==> src/rtl/qrs_pkg.sv <==
`timescale 1ns / 1ps
`default_nettype none
// ----------------------------------------------------------------------------
// qrs_pkg
// shared widths, codes and the queue item type of the quadratic root solver
// ----------------------------------------------------------------------------
package qrs_pkg;

  localparam int COEF_W     = 24;
  localparam int ROOT_W     = 32;
  localparam int FRAC_SHIFT = 16;
  localparam int PROD_W     = 2 * COEF_W;
  localparam int DISC_W     = 2 * COEF_W + 4;
  localparam int SQ_W       = 2 * COEF_W + 2;
  localparam int SQR_W      = COEF_W + 1;
  localparam int NUM_W      = COEF_W + 3;
  localparam int DIV_W      = NUM_W - 1 + FRAC_SHIFT;
  localparam int DEN_W      = COEF_W + 1;
  localparam int DIV_CNT_W  = $clog2(DIV_W);
  localparam int TOL_W      = 16;
  localparam int CFG_IDX_W  = 2;
  localparam int CFG_DATA_W = 16;
  localparam int Q_DEPTH    = 4;
  localparam int Q_PTR_W    = $clog2(Q_DEPTH);
  localparam int Q_LVL_W    = $clog2(Q_DEPTH) + 1;

  localparam logic [CFG_IDX_W-1:0] REG_MODE = 2'd0;
  localparam logic [CFG_IDX_W-1:0] REG_TOL  = 2'd1;

  localparam logic [1:0] CLS_NONE = 2'd0;
  localparam logic [1:0] CLS_ONE  = 2'd1;
  localparam logic [1:0] CLS_TWO  = 2'd2;

  localparam logic [1:0] STAT_OK    = 2'd0;
  localparam logic [1:0] STAT_AZERO = 2'd1;
  localparam logic [1:0] STAT_SAT   = 2'd2;

  // magnitude of the most negative root
  localparam logic [DIV_W-1:0] ROOT_LIM =
    {{(DIV_W-ROOT_W){1'b0}}, 1'b1, {(ROOT_W-1){1'b0}}};

  typedef struct packed {
    logic signed [COEF_W-1:0] a;
    logic signed [COEF_W-1:0] b;
    logic [SQ_W-1:0]          disc;
    logic [1:0]               cls;
    logic                     a_zero;
  } qrs_item_t;

endpackage
`default_nettype wire

==> src/rtl/qrs_front.sv <==
`timescale 1ns / 1ps
`default_nettype none
// ----------------------------------------------------------------------------
// qrs_front
// takes coefficients, forms the discriminant and classifies the equation
// ----------------------------------------------------------------------------
module qrs_front (
  input  wire logic                        clk,
  input  wire logic                        rst,
  input  wire logic                        start,
  input  wire logic [qrs_pkg::COEF_W-1:0]  coef_a,
  input  wire logic [qrs_pkg::COEF_W-1:0]  coef_b,
  input  wire logic [qrs_pkg::COEF_W-1:0]  coef_c,
  input  wire logic [qrs_pkg::TOL_W-1:0]   tol,
  input  wire logic [qrs_pkg::Q_LVL_W-1:0] q_level,
  output logic                             busy,
  output logic                             push,
  output qrs_pkg::qrs_item_t               item
);
  import qrs_pkg::*;

  logic                     accept;
  logic                     s1_valid;
  logic signed [COEF_W-1:0] s1_a;
  logic signed [COEF_W-1:0] s1_b;
  logic [PROD_W-1:0]        s1_bsq;
  logic signed [PROD_W-1:0] s1_ac;
  logic [COEF_W-1:0]        ub;
  logic [Q_LVL_W-1:0]       used;
  logic signed [DISC_W-1:0] m;
  logic signed [DISC_W-1:0] d;
  logic signed [DISC_W-1:0] tolx;

  // credit check: queue entries plus the item in flight
  assign used   = q_level + Q_LVL_W'(s1_valid);
  assign busy   = used >= Q_LVL_W'(Q_DEPTH);
  assign accept = start && !busy;
  assign ub     = coef_b[COEF_W-1] ? (~coef_b + 1'b1) : coef_b;

  always_ff @(posedge clk) begin
    if (rst) begin
      s1_valid <= 1'b0;
    end else begin
      s1_valid <= accept;
    end
  end

  always_ff @(posedge clk) begin
    if (accept) begin
      s1_a   <= $signed(coef_a);
      s1_b   <= $signed(coef_b);
      s1_bsq <= ub * ub;
      s1_ac  <= $signed(coef_a) * $signed(coef_c);
    end
  end

  // d = 4*(floor(b*b/4) - a*c) + (b odd)
  always_comb begin
    m    = $signed({{(DISC_W-PROD_W+2){1'b0}}, s1_bsq[PROD_W-1:2]})
         - {{(DISC_W-PROD_W){s1_ac[PROD_W-1]}}, s1_ac};
    d    = {m[DISC_W-3:0], 1'b0, s1_bsq[0]};
    tolx = $signed({{(DISC_W-TOL_W){1'b0}}, tol});
    item.a      = s1_a;
    item.b      = s1_b;
    item.disc   = d[SQ_W-1:0];
    item.a_zero = (s1_a == '0);
    if (d < -tolx) begin
      item.cls = CLS_NONE;
    end else if (d <= tolx) begin
      item.cls = CLS_ONE;
    end else begin
      item.cls = CLS_TWO;
    end
  end

  assign push = s1_valid;

endmodule
`default_nettype wire

==> src/rtl/qrs_queue.sv <==
`timescale 1ns / 1ps
`default_nettype none
// ----------------------------------------------------------------------------
// qrs_queue
// small queue of classified equations between front and back
// ----------------------------------------------------------------------------
module qrs_queue (
  input  wire logic                        clk,
  input  wire logic                        rst,
  input  wire logic                        push,
  input  wire qrs_pkg::qrs_item_t          push_item,
  input  wire logic                        pop,
  output qrs_pkg::qrs_item_t               head,
  output logic                             empty,
  output logic [qrs_pkg::Q_LVL_W-1:0]      level
);
  import qrs_pkg::*;

  qrs_item_t          slots [Q_DEPTH];
  logic [Q_PTR_W-1:0] wp;
  logic [Q_PTR_W-1:0] rp;

  always_ff @(posedge clk) begin
    if (push) begin
      slots[wp] <= push_item;
    end
  end

  always_ff @(posedge clk) begin
    if (rst) begin
      wp    <= '0;
      rp    <= '0;
      level <= '0;
    end else begin
      if (push) begin
        wp <= wp + 1'b1;
      end
      if (pop) begin
        rp <= rp + 1'b1;
      end
      case ({push, pop})
        2'b10:   level <= level + 1'b1;
        2'b01:   level <= level - 1'b1;
        default: level <= level;
      endcase
    end
  end

  assign head  = slots[rp];
  assign empty = (level == '0);

endmodule
`default_nettype wire

==> src/rtl/qrs_back.sv <==
`timescale 1ns / 1ps
`default_nettype none
// ----------------------------------------------------------------------------
// qrs_back
// square root, rounding divide and biquadratic expansion, then root output
// ----------------------------------------------------------------------------
module qrs_back (
  input  wire logic                        clk,
  input  wire logic                        rst,
  input  wire logic                        mode,
  input  wire logic                        q_empty,
  input  wire qrs_pkg::qrs_item_t          q_head,
  output logic                             pop,
  output logic                             root_valid,
  output logic [qrs_pkg::ROOT_W-1:0]       root_value,
  output logic [1:0]                       root_index,
  output logic [2:0]                       root_total,
  output logic                             root_present,
  output logic [1:0]                       status_code,
  output logic                             last_result
);
  import qrs_pkg::*;

  localparam logic [2:0] S_IDLE  = 3'd0;
  localparam logic [2:0] S_CLASS = 3'd1;
  localparam logic [2:0] S_SQD   = 3'd2;
  localparam logic [2:0] S_DST   = 3'd3;
  localparam logic [2:0] S_DIV   = 3'd4;
  localparam logic [2:0] S_EXP   = 3'd5;
  localparam logic [2:0] S_SQY   = 3'd6;
  localparam logic [2:0] S_EMIT  = 3'd7;

  logic [2:0]        st;
  qrs_item_t         ent;
  logic [SQR_W-1:0]  sroot;
  logic [ROOT_W-1:0] qv [2];
  logic              qs [2];
  logic              qi;
  logic              two;
  logic [ROOT_W-1:0] rv [4];
  logic              rs [4];
  logic [2:0]        nr;
  logic [1:0]        ei;

  // square root engine
  logic [SQ_W-1:0] sq_n;
  logic [SQ_W-1:0] sq_res;
  logic [SQ_W-1:0] sq_bit;
  logic [SQ_W-1:0] sq_trial;
  logic [SQ_W-1:0] sq_n_next;
  logic [SQ_W-1:0] sq_res_next;
  logic [SQ_W-1:0] sq_arg;

  // divide engine
  logic [DEN_W-1:0]     dv_rem;
  logic [DIV_W-1:0]     dv_q;
  logic [DEN_W-1:0]     dv_den;
  logic [DIV_CNT_W-1:0] dv_cnt;
  logic                 dv_neg;
  logic [DEN_W:0]       dv_trial;
  logic                 dv_ge;
  logic [DEN_W-1:0]     dv_rem_next;
  logic [DIV_W-1:0]     dv_q_next;
  logic [ROOT_W-1:0]    dv_val;
  logic                 dv_sat;

  // divide setup
  logic signed [NUM_W-1:0] nb;
  logic signed [NUM_W-1:0] se;
  logic signed [NUM_W-1:0] num;
  logic [NUM_W-2:0]        un;
  logic [COEF_W-1:0]       ua;
  logic [DIV_W-1:0]        ds_dividend;
  logic [DEN_W-1:0]        ds_den;
  logic                    ds_neg;

  logic [ROOT_W-1:0] y;
  logic [ROOT_W-1:0] sq_pos;

  always_comb begin
    sq_trial = sq_res + sq_bit;
    if (sq_n >= sq_trial) begin
      sq_n_next   = sq_n - sq_trial;
      sq_res_next = (sq_res >> 1) + sq_bit;
    end else begin
      sq_n_next   = sq_n;
      sq_res_next = sq_res >> 1;
    end
  end

  always_comb begin
    dv_trial    = {dv_rem, dv_q[DIV_W-1]};
    dv_ge       = dv_trial >= {1'b0, dv_den};
    dv_rem_next = dv_ge ? DEN_W'(dv_trial - {1'b0, dv_den}) : dv_trial[DEN_W-1:0];
    dv_q_next   = {dv_q[DIV_W-2:0], dv_ge};
    dv_sat      = 1'b0;
    if (dv_neg) begin
      if (dv_q_next > ROOT_LIM) begin
        dv_val = {1'b1, {(ROOT_W-1){1'b0}}};
        dv_sat = 1'b1;
      end else begin
        dv_val = ~dv_q_next[ROOT_W-1:0] + 1'b1;
      end
    end else begin
      if (dv_q_next > ROOT_LIM - 1'b1) begin
        dv_val = {1'b0, {(ROOT_W-1){1'b1}}};
        dv_sat = 1'b1;
      end else begin
        dv_val = dv_q_next[ROOT_W-1:0];
      end
    end
  end

  // numerator -b -/+ sqrt d, scaled so the quotient is a rounded Q16.16 value
  always_comb begin
    nb  = -{{(NUM_W-COEF_W){ent.b[COEF_W-1]}}, ent.b};
    se  = $signed({{(NUM_W-SQR_W){1'b0}}, sroot});
    num = qi ? (nb + se) : (nb - se);
    un  = num[NUM_W-1] ? (NUM_W-1)'(-num) : (NUM_W-1)'(num);
    ua  = ent.a[COEF_W-1] ? COEF_W'(-ent.a) : COEF_W'(ent.a);
    ds_dividend = {un, {FRAC_SHIFT{1'b0}}} + {{(DIV_W-COEF_W){1'b0}}, ua};
    ds_den      = {ua, 1'b0};
    ds_neg      = num[NUM_W-1] ^ ent.a[COEF_W-1];
  end

  assign y      = qv[qi];
  assign sq_arg = {{(SQ_W-ROOT_W-FRAC_SHIFT+1){1'b0}}, y[ROOT_W-2:0], {FRAC_SHIFT{1'b0}}};
  assign sq_pos = {{(ROOT_W-SQR_W){1'b0}}, sq_res_next[SQR_W-1:0]};
  assign pop    = (st == S_IDLE) && !q_empty;

  always_ff @(posedge clk) begin
    if (rst) begin
      st         <= S_IDLE;
      root_valid <= 1'b0;
    end else begin
      root_valid <= 1'b0;
      unique case (st)
        S_IDLE: begin
          if (!q_empty) begin
            ent <= q_head;
            st  <= S_CLASS;
          end
        end
        S_CLASS: begin
          qi <= 1'b0;
          nr <= '0;
          ei <= '0;
          if (ent.a_zero || ent.cls == CLS_NONE) begin
            st <= S_EMIT;
          end else if (ent.cls == CLS_ONE) begin
            two   <= 1'b0;
            sroot <= '0;
            st    <= S_DST;
          end else begin
            two    <= 1'b1;
            sq_n   <= ent.disc;
            sq_res <= '0;
            sq_bit <= {2'b01, {(SQ_W-2){1'b0}}};
            st     <= S_SQD;
          end
        end
        S_SQD: begin
          sq_n   <= sq_n_next;
          sq_res <= sq_res_next;
          sq_bit <= sq_bit >> 2;
          if (sq_bit[0]) begin
            sroot <= sq_res_next[SQR_W-1:0];
            st    <= S_DST;
          end
        end
        S_DST: begin
          dv_rem <= '0;
          dv_q   <= ds_dividend;
          dv_den <= ds_den;
          dv_neg <= ds_neg;
          dv_cnt <= '0;
          st     <= S_DIV;
        end
        S_DIV: begin
          dv_rem <= dv_rem_next;
          dv_q   <= dv_q_next;
          dv_cnt <= dv_cnt + 1'b1;
          if (dv_cnt == DIV_CNT_W'(DIV_W - 1)) begin
            qv[qi] <= dv_val;
            qs[qi] <= dv_sat;
            if (two && !qi) begin
              qi <= 1'b1;
              st <= S_DST;
            end else if (!mode) begin
              rv[0] <= qi ? qv[0] : dv_val;
              rs[0] <= qi ? qs[0] : dv_sat;
              rv[1] <= dv_val;
              rs[1] <= dv_sat;
              nr    <= two ? 3'd2 : 3'd1;
              st    <= S_EMIT;
            end else begin
              qi <= 1'b0;
              st <= S_EXP;
            end
          end
        end
        S_EXP: begin
          if (y != '0 && !y[ROOT_W-1]) begin
            sq_n   <= sq_arg;
            sq_res <= '0;
            sq_bit <= {2'b01, {(SQ_W-2){1'b0}}};
            st     <= S_SQY;
          end else begin
            if (y == '0) begin
              rv[nr[1:0]] <= '0;
              rs[nr[1:0]] <= qs[qi];
              nr          <= nr + 1'b1;
            end
            if (two && !qi) begin
              qi <= 1'b1;
            end else begin
              st <= S_EMIT;
            end
          end
        end
        S_SQY: begin
          sq_n   <= sq_n_next;
          sq_res <= sq_res_next;
          sq_bit <= sq_bit >> 2;
          if (sq_bit[0]) begin
            rv[nr[1:0]]        <= ~sq_pos + 1'b1;
            rs[nr[1:0]]        <= qs[qi];
            rv[nr[1:0] + 1'b1] <= sq_pos;
            rs[nr[1:0] + 1'b1] <= qs[qi];
            nr                 <= nr + 3'd2;
            if (two && !qi) begin
              qi <= 1'b1;
              st <= S_EXP;
            end else begin
              st <= S_EMIT;
            end
          end
        end
        S_EMIT: begin
          root_valid <= 1'b1;
          if (nr == '0) begin
            root_value   <= '0;
            root_index   <= '0;
            root_total   <= '0;
            root_present <= 1'b0;
            status_code  <= ent.a_zero ? STAT_AZERO : STAT_OK;
            last_result  <= 1'b1;
            st           <= S_IDLE;
          end else begin
            root_value   <= rv[ei];
            root_index   <= ei;
            root_total   <= nr;
            root_present <= 1'b1;
            status_code  <= rs[ei] ? STAT_SAT : STAT_OK;
            last_result  <= ({1'b0, ei} == nr - 1'b1);
            ei           <= ei + 1'b1;
            if ({1'b0, ei} == nr - 1'b1) begin
              st <= S_IDLE;
            end
          end
        end
        default: st <= S_IDLE;
      endcase
    end
  end

endmodule
`default_nettype wire

==> src/rtl/quadratic_root_solver.sv <==
`timescale 1ns / 1ps
`default_nettype none
// ----------------------------------------------------------------------------
// quadratic_root_solver
// real roots of a*x^2+b*x+c (or a*x^4+b*x^2+c) in fixed point
// ----------------------------------------------------------------------------
// usage
//   input: coef_a/b/c (signed Q8.16) transfer at a clock edge with start high
//   and busy low. busy rises when the four-entry queue plus the item in the
//   multiply stage would be full.
//   output: one result per root, each shown for a single cycle with
//   root_valid high; last_result marks the final one of an equation. an
//   equation with no root or a zero leading coefficient gives one result with
//   root_present low. the receiver cannot stall the output.
//   config: cfg_write with cfg_index 0 (mode) or 1 (zero tolerance), only
//   while the block is idle.
// timing
//   front: an item reaches the queue the cycle after its transfer; one
//   equation per cycle while busy is low. back: one equation at a time;
//   a bit-serial sqrt of d, a rounding divide per quadratic root, in
//   biquadratic mode a bit-serial sqrt per positive quadratic root, then the
//   results in order; the bit-serial sqrt and divide loop sets the rate.
// reset
//   rst clears the queue, the sequencer and both config registers.
// ----------------------------------------------------------------------------
module quadratic_root_solver (
  input  wire logic                           clk,
  input  wire logic                           rst,
  input  wire logic                           start,
  output logic                                busy,
  input  wire logic [qrs_pkg::COEF_W-1:0]     coef_a,
  input  wire logic [qrs_pkg::COEF_W-1:0]     coef_b,
  input  wire logic [qrs_pkg::COEF_W-1:0]     coef_c,
  input  wire logic                           cfg_write,
  input  wire logic [qrs_pkg::CFG_IDX_W-1:0]  cfg_index,
  input  wire logic [qrs_pkg::CFG_DATA_W-1:0] cfg_data,
  output logic                                root_valid,
  output logic [qrs_pkg::ROOT_W-1:0]          root_value,
  output logic [1:0]                          root_index,
  output logic [2:0]                          root_total,
  output logic                                root_present,
  output logic [1:0]                          status_code,
  output logic                                last_result
);
  import qrs_pkg::*;

  logic               equation_mode;
  logic [TOL_W-1:0]   zero_tolerance;
  logic               push;
  qrs_item_t          push_item;
  logic               pop;
  qrs_item_t          head;
  logic               q_empty;
  logic [Q_LVL_W-1:0] q_level;

  // config registers, unknown indexes are dropped
  always_ff @(posedge clk) begin
    if (rst) begin
      equation_mode  <= 1'b0;
      zero_tolerance <= '0;
    end else if (cfg_write) begin
      unique case (cfg_index)
        REG_MODE: equation_mode  <= cfg_data[0];
        REG_TOL:  zero_tolerance <= cfg_data[TOL_W-1:0];
        default:  ;
      endcase
    end
  end

  // multiply and classify
  qrs_front u_front (
    .clk     (clk),
    .rst     (rst),
    .start   (start),
    .coef_a  (coef_a),
    .coef_b  (coef_b),
    .coef_c  (coef_c),
    .tol     (zero_tolerance),
    .q_level (q_level),
    .busy    (busy),
    .push    (push),
    .item    (push_item)
  );

  // decouples the front, one equation per cycle while not busy, from the iterative back
  qrs_queue u_queue (
    .clk       (clk),
    .rst       (rst),
    .push      (push),
    .push_item (push_item),
    .pop       (pop),
    .head      (head),
    .empty     (q_empty),
    .level     (q_level)
  );

  // sqrt, divide, expansion and result sequencing
  qrs_back u_back (
    .clk          (clk),
    .rst          (rst),
    .mode         (equation_mode),
    .q_empty      (q_empty),
    .q_head       (head),
    .pop          (pop),
    .root_valid   (root_valid),
    .root_value   (root_value),
    .root_index   (root_index),
    .root_total   (root_total),
    .root_present (root_present),
    .status_code  (status_code),
    .last_result  (last_result)
  );

`ifndef ASSERT_OFF
  a_index_in_range: assert property (@(posedge clk) disable iff (rst)
    root_valid && root_present |-> ({1'b0, root_index} < root_total))
    else $error("root index beyond root total");

  a_empty_result: assert property (@(posedge clk) disable iff (rst)
    root_valid && !root_present |-> last_result && root_total == 3'd0)
    else $error("no-root result malformed");

  a_queue_bound: assert property (@(posedge clk) disable iff (rst)
    q_level <= Q_LVL_W'(Q_DEPTH))
    else $error("queue overfilled");

  a_pop_nonempty: assert property (@(posedge clk) disable iff (rst)
    pop |-> !q_empty)
    else $error("pop from empty queue");
`endif

endmodule
`default_nettype wire

==> config.mk <==
export PLATFORM = sky130hd
export DESIGN_NAME = quadratic_root_solver
export DESIGN_NICKNAME = d
export VERILOG_FILES = /design/src/rtl/qrs_pkg.sv /design/src/rtl/qrs_front.sv /design/src/rtl/qrs_queue.sv /design/src/rtl/qrs_back.sv /design/src/rtl/quadratic_root_solver.sv
export SDC_FILE = /design/constraint.sdc
export NUM_CORES = 2
export LEC_CHECK = 0
export ABC_AREA = 1
export BUFFER_PORTS_ARGS = -buffer_cell sky130_fd_sc_hd__buf_2
export CORE_UTILIZATION = 55
export DETAILED_ROUTE_END_ITERATION = 10
export PLACE_DENSITY_LB_ADDON = 0.05
export REMOVE_ABC_BUFFERS = 1
export SLEW_MARGIN = 20
export SYNTH_ARGS = -nofsm -noshare
export SYNTH_HDL_FRONTEND = slang
export SYNTH_SLANG_ARGS = --single-unit
==> constraint.sdc <==
create_clock -name clk -period 10.1 [get_ports clk]
set_clock_uncertainty 0.2 [all_clocks]
set_input_delay 2.02 -clock clk [delete_from_list [all_inputs] [get_ports clk]]
set_output_delay 2.02 -clock clk [all_outputs]
set_load 0.02 [all_outputs]
Yosys cells after proc, flatten, opt, wreduce, memory -nomap -nowiden:

Memory sizes are Yosys's and may differ from the RTL's. A register that Yosys moved wholly into a read port is not among the register bits.
Index checks and enable logic that the tools add are counted.

* register bits after elaboration: 512
* bits in writable memories: 598
* bits of input ports: 94
* word-level logic and storage cells: 264
* memories kept: 5

* $add $sub $neg: 26
* multiply operators: 2
* magnitude comparators: 7
* eq/ne operators: 30
* muxes and demuxes: 112
* bitwise logic cells: 9
* reduce and logical (&&, ||, !) cells: 42

Memory list
* u_queue.slots: depth 4, bits a word 100, rd ports 1, clocked after Yosys merged registers in 1, write ports 1, line qrs_queue.sv:19 `qrs_item_t slots [Q_DEPTH];`
* u_back.rv: depth 4, bits a word 32, rd ports 1, clocked after Yosys merged registers in 1, write ports 2, line qrs_back.sv:40 `logic [ROOT_W-1:0] rv [4];`
* u_back.qv: depth 2, bits a word 32, rd ports 2, clocked after Yosys merged registers in 1, write ports 1, line qrs_back.sv:36 `logic [ROOT_W-1:0] qv [2];`
* u_back.rs: depth 4, bits a word 1, rd ports 1, clocked after Yosys merged registers in 1, write ports 2, line qrs_back.sv:41 `logic rs [4];`
* u_back.qs: depth 2, bits a word 1, rd ports 2, clocked after Yosys merged registers in 1, write ports 1, line qrs_back.sv:37 `logic qs [2];`

Operators with widths (number)
* 50-bit two-way mux: 11
* 50-bit case mux with 3 select lines: 3
* 32-bit two-way mux: 7
* 25-bit two-way mux: 4
* 25-bit case mux with 2 select lines: 2
* 24-bit by 24-bit multiplier with 48-bit output: 2
* 42-bit case mux with 2 select lines: 1
* 32-bit by 1-bit adder with 32-bit output, second input constant: 2
* 32-bit OR reduction: 2
* 52-bit by 17-bit <= comparator with 1-bit output: 1
* 52-bit < comparator: 1
* 16-bit negation with 52-bit output: 1
* 49-bit by 50-bit adder with 50-bit output: 1
* 50-bit adder: 1
* 50-bit greater-or-equal comparator: 1
* 50-bit subtractor: 1
* 47-bit by 48-bit subtractor with 49-bit output: 1
* 24-bit two-way mux: 2
* 3-bit two-way mux: 16
* 1-bit two-way mux: 45
* 42-bit by 24-bit adder with 42-bit output: 1
* 42-bit by 31-bit greater-than comparator with 1-bit output, second input constant: 1
* 42-bit by 32-bit greater-than comparator with 1-bit output, second input constant: 1
* 32-bit zero test: 1
* other kinds (58): 119

Logic depth before layout (Yosys ltp):

* word-level depth: 9
* mapped depth: 49
* gate-level depth less buffers: 45

Cells and area by module:

Synthesis repeated with hierarchy kept, for this count alone.

* cell total of the unflattened synthesis: 12373
* area, all modules: 106694.8 um^2

By module, submodules not included
* qrs_front: times used 1, cells an instance 6104, area an instance 49403.6 um^2, seq. area each 4284.1 um^2
* qrs_back: times used 1, cells an instance 5125, area an instance 40368.7 um^2, seq. area each 17727.0 um^2
* qrs_queue: times used 1, cells an instance 1034, area an instance 16206.8 um^2, seq. area each 12311.8 um^2
* quadratic_root_solver: times used 1, cells an instance 110, area an instance 715.7 um^2, seq. area each 340.3 um^2

Worst setup path after synthesis:

OpenSTA, ideal clock, no wires.

* kind: input port to flip-flop
* start point: in coef_b[0] (netlist name)
* end point: reg u_front.s1_bsq[44], data pin
* library setup time: 0.264 ns
* arrival time: 9.586 ns
* slack: 0.050 ns
* stages: 37
* buffers on the path: 2
* cell sequence: inv_1 > clkbuf_1 > ha_1 > inv_1 > nor2_1 > inv_1 > nor2_1 > nand3_1 > o21ai_1 > o21ai_0 > or2_2 > nand2_1 > clkbuf_1 > nand2_1 > fa_1 > inv_1 > fa_1 > fa_1 > inv_1 > fa_1 > inv_1 > fa_1 > inv_1 > fa_1 > inv_1 > fa_1 > ha_1 > nand2_1 > nor2_1 > a221oi_1 > o21ai_0 > a21oi_1 > o21ai_0 > nand2_1 > nand2_1 > a31oi_1 > xor2_1

* cells in the longest elaborated chain, start to end: 4

Ends and longest elaborated chain
* start, declared: line quadratic_root_solver.sv:32 `input wire logic [qrs_pkg::COEF_W-1:0] coef_b,`
* 24-bit NOT: line qrs_front.sv:38 `assign ub = coef_b[COEF_W-1] ? (~coef_b + 1'b1) : coef_b;`
* 24-bit by 1-bit adder with 24-bit output: line qrs_front.sv:38
* 24-bit two-way mux *: line qrs_front.sv:38
* 24-bit by 24-bit multiplier with 48-bit output *: line qrs_front.sv:52 `s1_bsq <= ub * ub;`
* end signal, assigned: line qrs_front.sv:52
* end, declared: line qrs_front.sv:26 `logic [PROD_W-1:0] s1_bsq;`

Every way passes the cells marked *; elsewhere a longest branch is shown, timed or not.
A chain may end at the register's enable or synchronous reset.

Worst setup path in the final report:

* start point: in coef_b[2] (netlist name)
* end point: reg u_front.s1_bsq[46], data pin

The elaborated chain is that of the path after synthesis.

==> impl_metrics.json <==
{
  "status": "complete, no violations",
  "grt_pass1_vias": 83250,
  "setup_violations": 0,
  "reg2reg_depth": 32,
  "grt_pass1_wl_um": 484200,
  "yosys_warnings": 0,
  "required_ns": 10.43,
  "final_common_cell": "inv_1",
  "critPathMaxFanout": 6,
  "htreeDepth": 3,
  "critPathMaxStageDelay_ns": 0.55,
  "ant_nets": 0,
  "path_clk_slew_ns": 0.06,
  "grt_max_degree": 143,
  "fill_cells": 16550,
  "drc": 0,
  "post-cts-setup-buffers": 0,
  "regArea_um2": 34330,
  "cts-root-buf": "clkbuf_16",
  "grtUsageTotal_pct": 33.18,
  "final_layout_size_suffix_gt1_share_pct": 5.879,
  "hold_path_class": "register to register",
  "hold_depth": 2,
  "drt_iter0_markers": 7086,
  "min_from": "u_back.rv[2][31]$_SDFFE_PP0P_",
  "cts_tree": "yes",
  "overflow": 0,
  "final_cell_mix": "2308 x inv_1, 2197 x nand2_1, 1182 x nor2_1, 1103 x edfxtp_1, 1036 x fa_1",
  "holdBufCountCts": 0,
  "syn_avg_cell_area_um2": 8.710,
  "clock_sinks": 1163,
  "crit_path_end_kind": "register",
  "routed_wl_um": 315200,
  "grt_antenna_before_repair": 10,
  "area_growth_pct": 7.745,
  "worst_slew_pin_slew_ns": 1.099,
  "wire_per_inst_um": 21.65,
  "cts_buffer_depth": 3,
  "die-area_um2": 189900,
  "synth_ff_type": "edfxtp_1",
  "vias": 82180,
  "port_buffers": 136,
  "multi_input_area_um2": 59070,
  "slew_headroom_pct": 26.24,
  "cpMostUsedCell": "fa_1",
  "layout_min_cycle_time_ns": 9.414,
  "async_reset_ff_share_pct": 0,
  "initial_core_util_pct": 55.59,
  "final-hold-violation-count": 0,
  "finalCritPeriodShare_pct": 93.21,
  "insertion_delay_ns": 0.79,
  "utilization_pct": 59.89,
  "finalNetCount": 13700,
  "synth_cell_types": 75,
  "r2r-start": "u_back.sq_bit[0]$_SDFFCE_PP0P_",
  "chipWidth_um": 435.8,
  "drv_cap": 0,
  "ys_seq_area_share_pct": 33.16,
  "netlist_area_um2": 103500,
  "hold_ws_ns": 0.2710,
  "clock.fmax_mhz": 106.2,
  "place_hpwl_um": 247100,
  "synth_edf_count": 1103,
  "ios": 137,
  "dieHeight_um": 435.8,
  "syn_inst": 11880,
  "postCtsResizedCells": 0,
  "whs_endpoint": "u_back.rv[2][31]$_SDFFE_PP0P_",
  "place_congestion": 0.9783,
  "worstSetupPathType": "input port to register",
  "cp_slowest_cell": "fa_1",
  "ys_seq_elements": 1163,
  "drv_slew": 0,
  "drt_first_pass_iters": 6,
  "cp_data_arrival_time_ns": 9.75,
  "r2r_slack_ns": 1.70,
  "core_um2": 186200,
  "rsz0062_at_grt": "no",
  "tns_ns": 0,
  "avgViaCountPerCell": 5.643,
  "cts_buffers": 121,
  "r2r-end": "u_back.rv[1][6]$_DFFE_PP_",
  "start_kind": "input port",
  "rows": 158
}
how the worst max path moves through the flow:
stage,endpoint,depth (start not counted),start,slack [ns]
after floorplan,u_front.s1_bsq[44]$_DFFE_PP_,33,coef_b[0],0.02
final,u_front.s1_bsq[46]$_DFFE_PP_,32,coef_b[2],0.69
after global placement,u_front.s1_bsq[46]$_DFFE_PP_,33,coef_b[1],-0.02
after detailed placement,u_front.s1_bsq[45]$_DFFE_PP_,35,coef_b[2],-0.05
after CTS,u_front.s1_bsq[45]$_DFFE_PP_,35,coef_b[2],0.78
after global routing,u_front.s1_bsq[44]$_DFFE_PP_,33,coef_b[2],0.25
cell families (layout without fill, tap and decap cells):
logic type | Yosys count | after routing | synth area share [%]
other | 2 | 23 | 0.007255
muxes | 8 | 8 | 0.07736
xor gates and xnor gates | 359 | 359 | 3.052
buffers and inverters | 2714 | 2891 | 9.920
adders and majority gates | 1634 | 1634 | 27.26
and+or+nand+nor | 4190 | 4190 | 16.81
AOI/OAI and AO/OA | 1814 | 1814 | 9.715
DFF | 1163 | 1163 | 33.16
state kept, by name, summed over array words and instances (netlist names), 6 cells and up, named ones only:
name	cells
u_queue.slots	396
u_back.rv	128
u_back.ent	99
u_back.qv	64
u_back.sq_n	50
u_back.sq_res	50
u_front.s1_ac	48
u_front.s1_bsq	47
u_back.dv_q	42
u_back.root_value	32
u_back.dv_rem	25
u_back.sq_bit	25
u_back.sroot	25
u_back.dv_den	24
u_front.s1_a	24
u_front.s1_b	23
zero_tolerance	16
u_back.dv_cnt	6
per-layer routing:
metal  up-vias  wire length [µm]  GRT usage, %
met5         -                 0             0
met4         0             17910         16.92
met3       719             18090         3.341
met2      2962            152800         56.23
met1     40250            126500         42.33
li1      38250                 -             -
synthesized netlist by cell type, drive strengths merged (60+ instances only):
cell    count  area (µm²)
nor2     1233        4805
clkbuf    297        1115
dfxtp      60        1201
ha        598        7482
nor3      122       630.6
nand4     105       671.9
nand2    2229        8449
inv      2352        8828
o21ai     813        4125
xnor2     122        1069
o22ai     163        1020
edfxtp   1103       33120
nand3     367        1967
fa       1036       20740
xor2      237        2091
a21oi     571        2884
stage by stage:
step	setup slack (ns)	cell area, µm²	instances
finish	0.6858	111500	14560
floorplan	0.02376	102200	11550
global placement	-0.01608	107300	14330
CTS	0.7837	111500	14560
global route	0.2512	111500	14560
detailed placement	-0.04732	107300	14330
critical path, delay by kind of cell:
family | cells | cell delay, ns
buffers and inverters | 6 | 0.65
xor gates and xnor gates | 1 | 0.08
and+or+nand+nor | 12 | 1.97
adders and majority gates | 8 | 3.88
AOI/OAI and AO/OA | 5 | 1.14
cell type report:
class,count,share of cell area (%)
inverter,2368,7.985
timing repair buffer,297,1.723
tap,2480,2.782
clock buffer,154,2.917
multi-input combinational,8022,52.96
sequential,1163,30.78
clock inverter,72,0.8369
antenna,6,0.01346
Power is not shown: default switching activity piles up to over one toggle a cycle in this logic, so the estimate is an artifact.
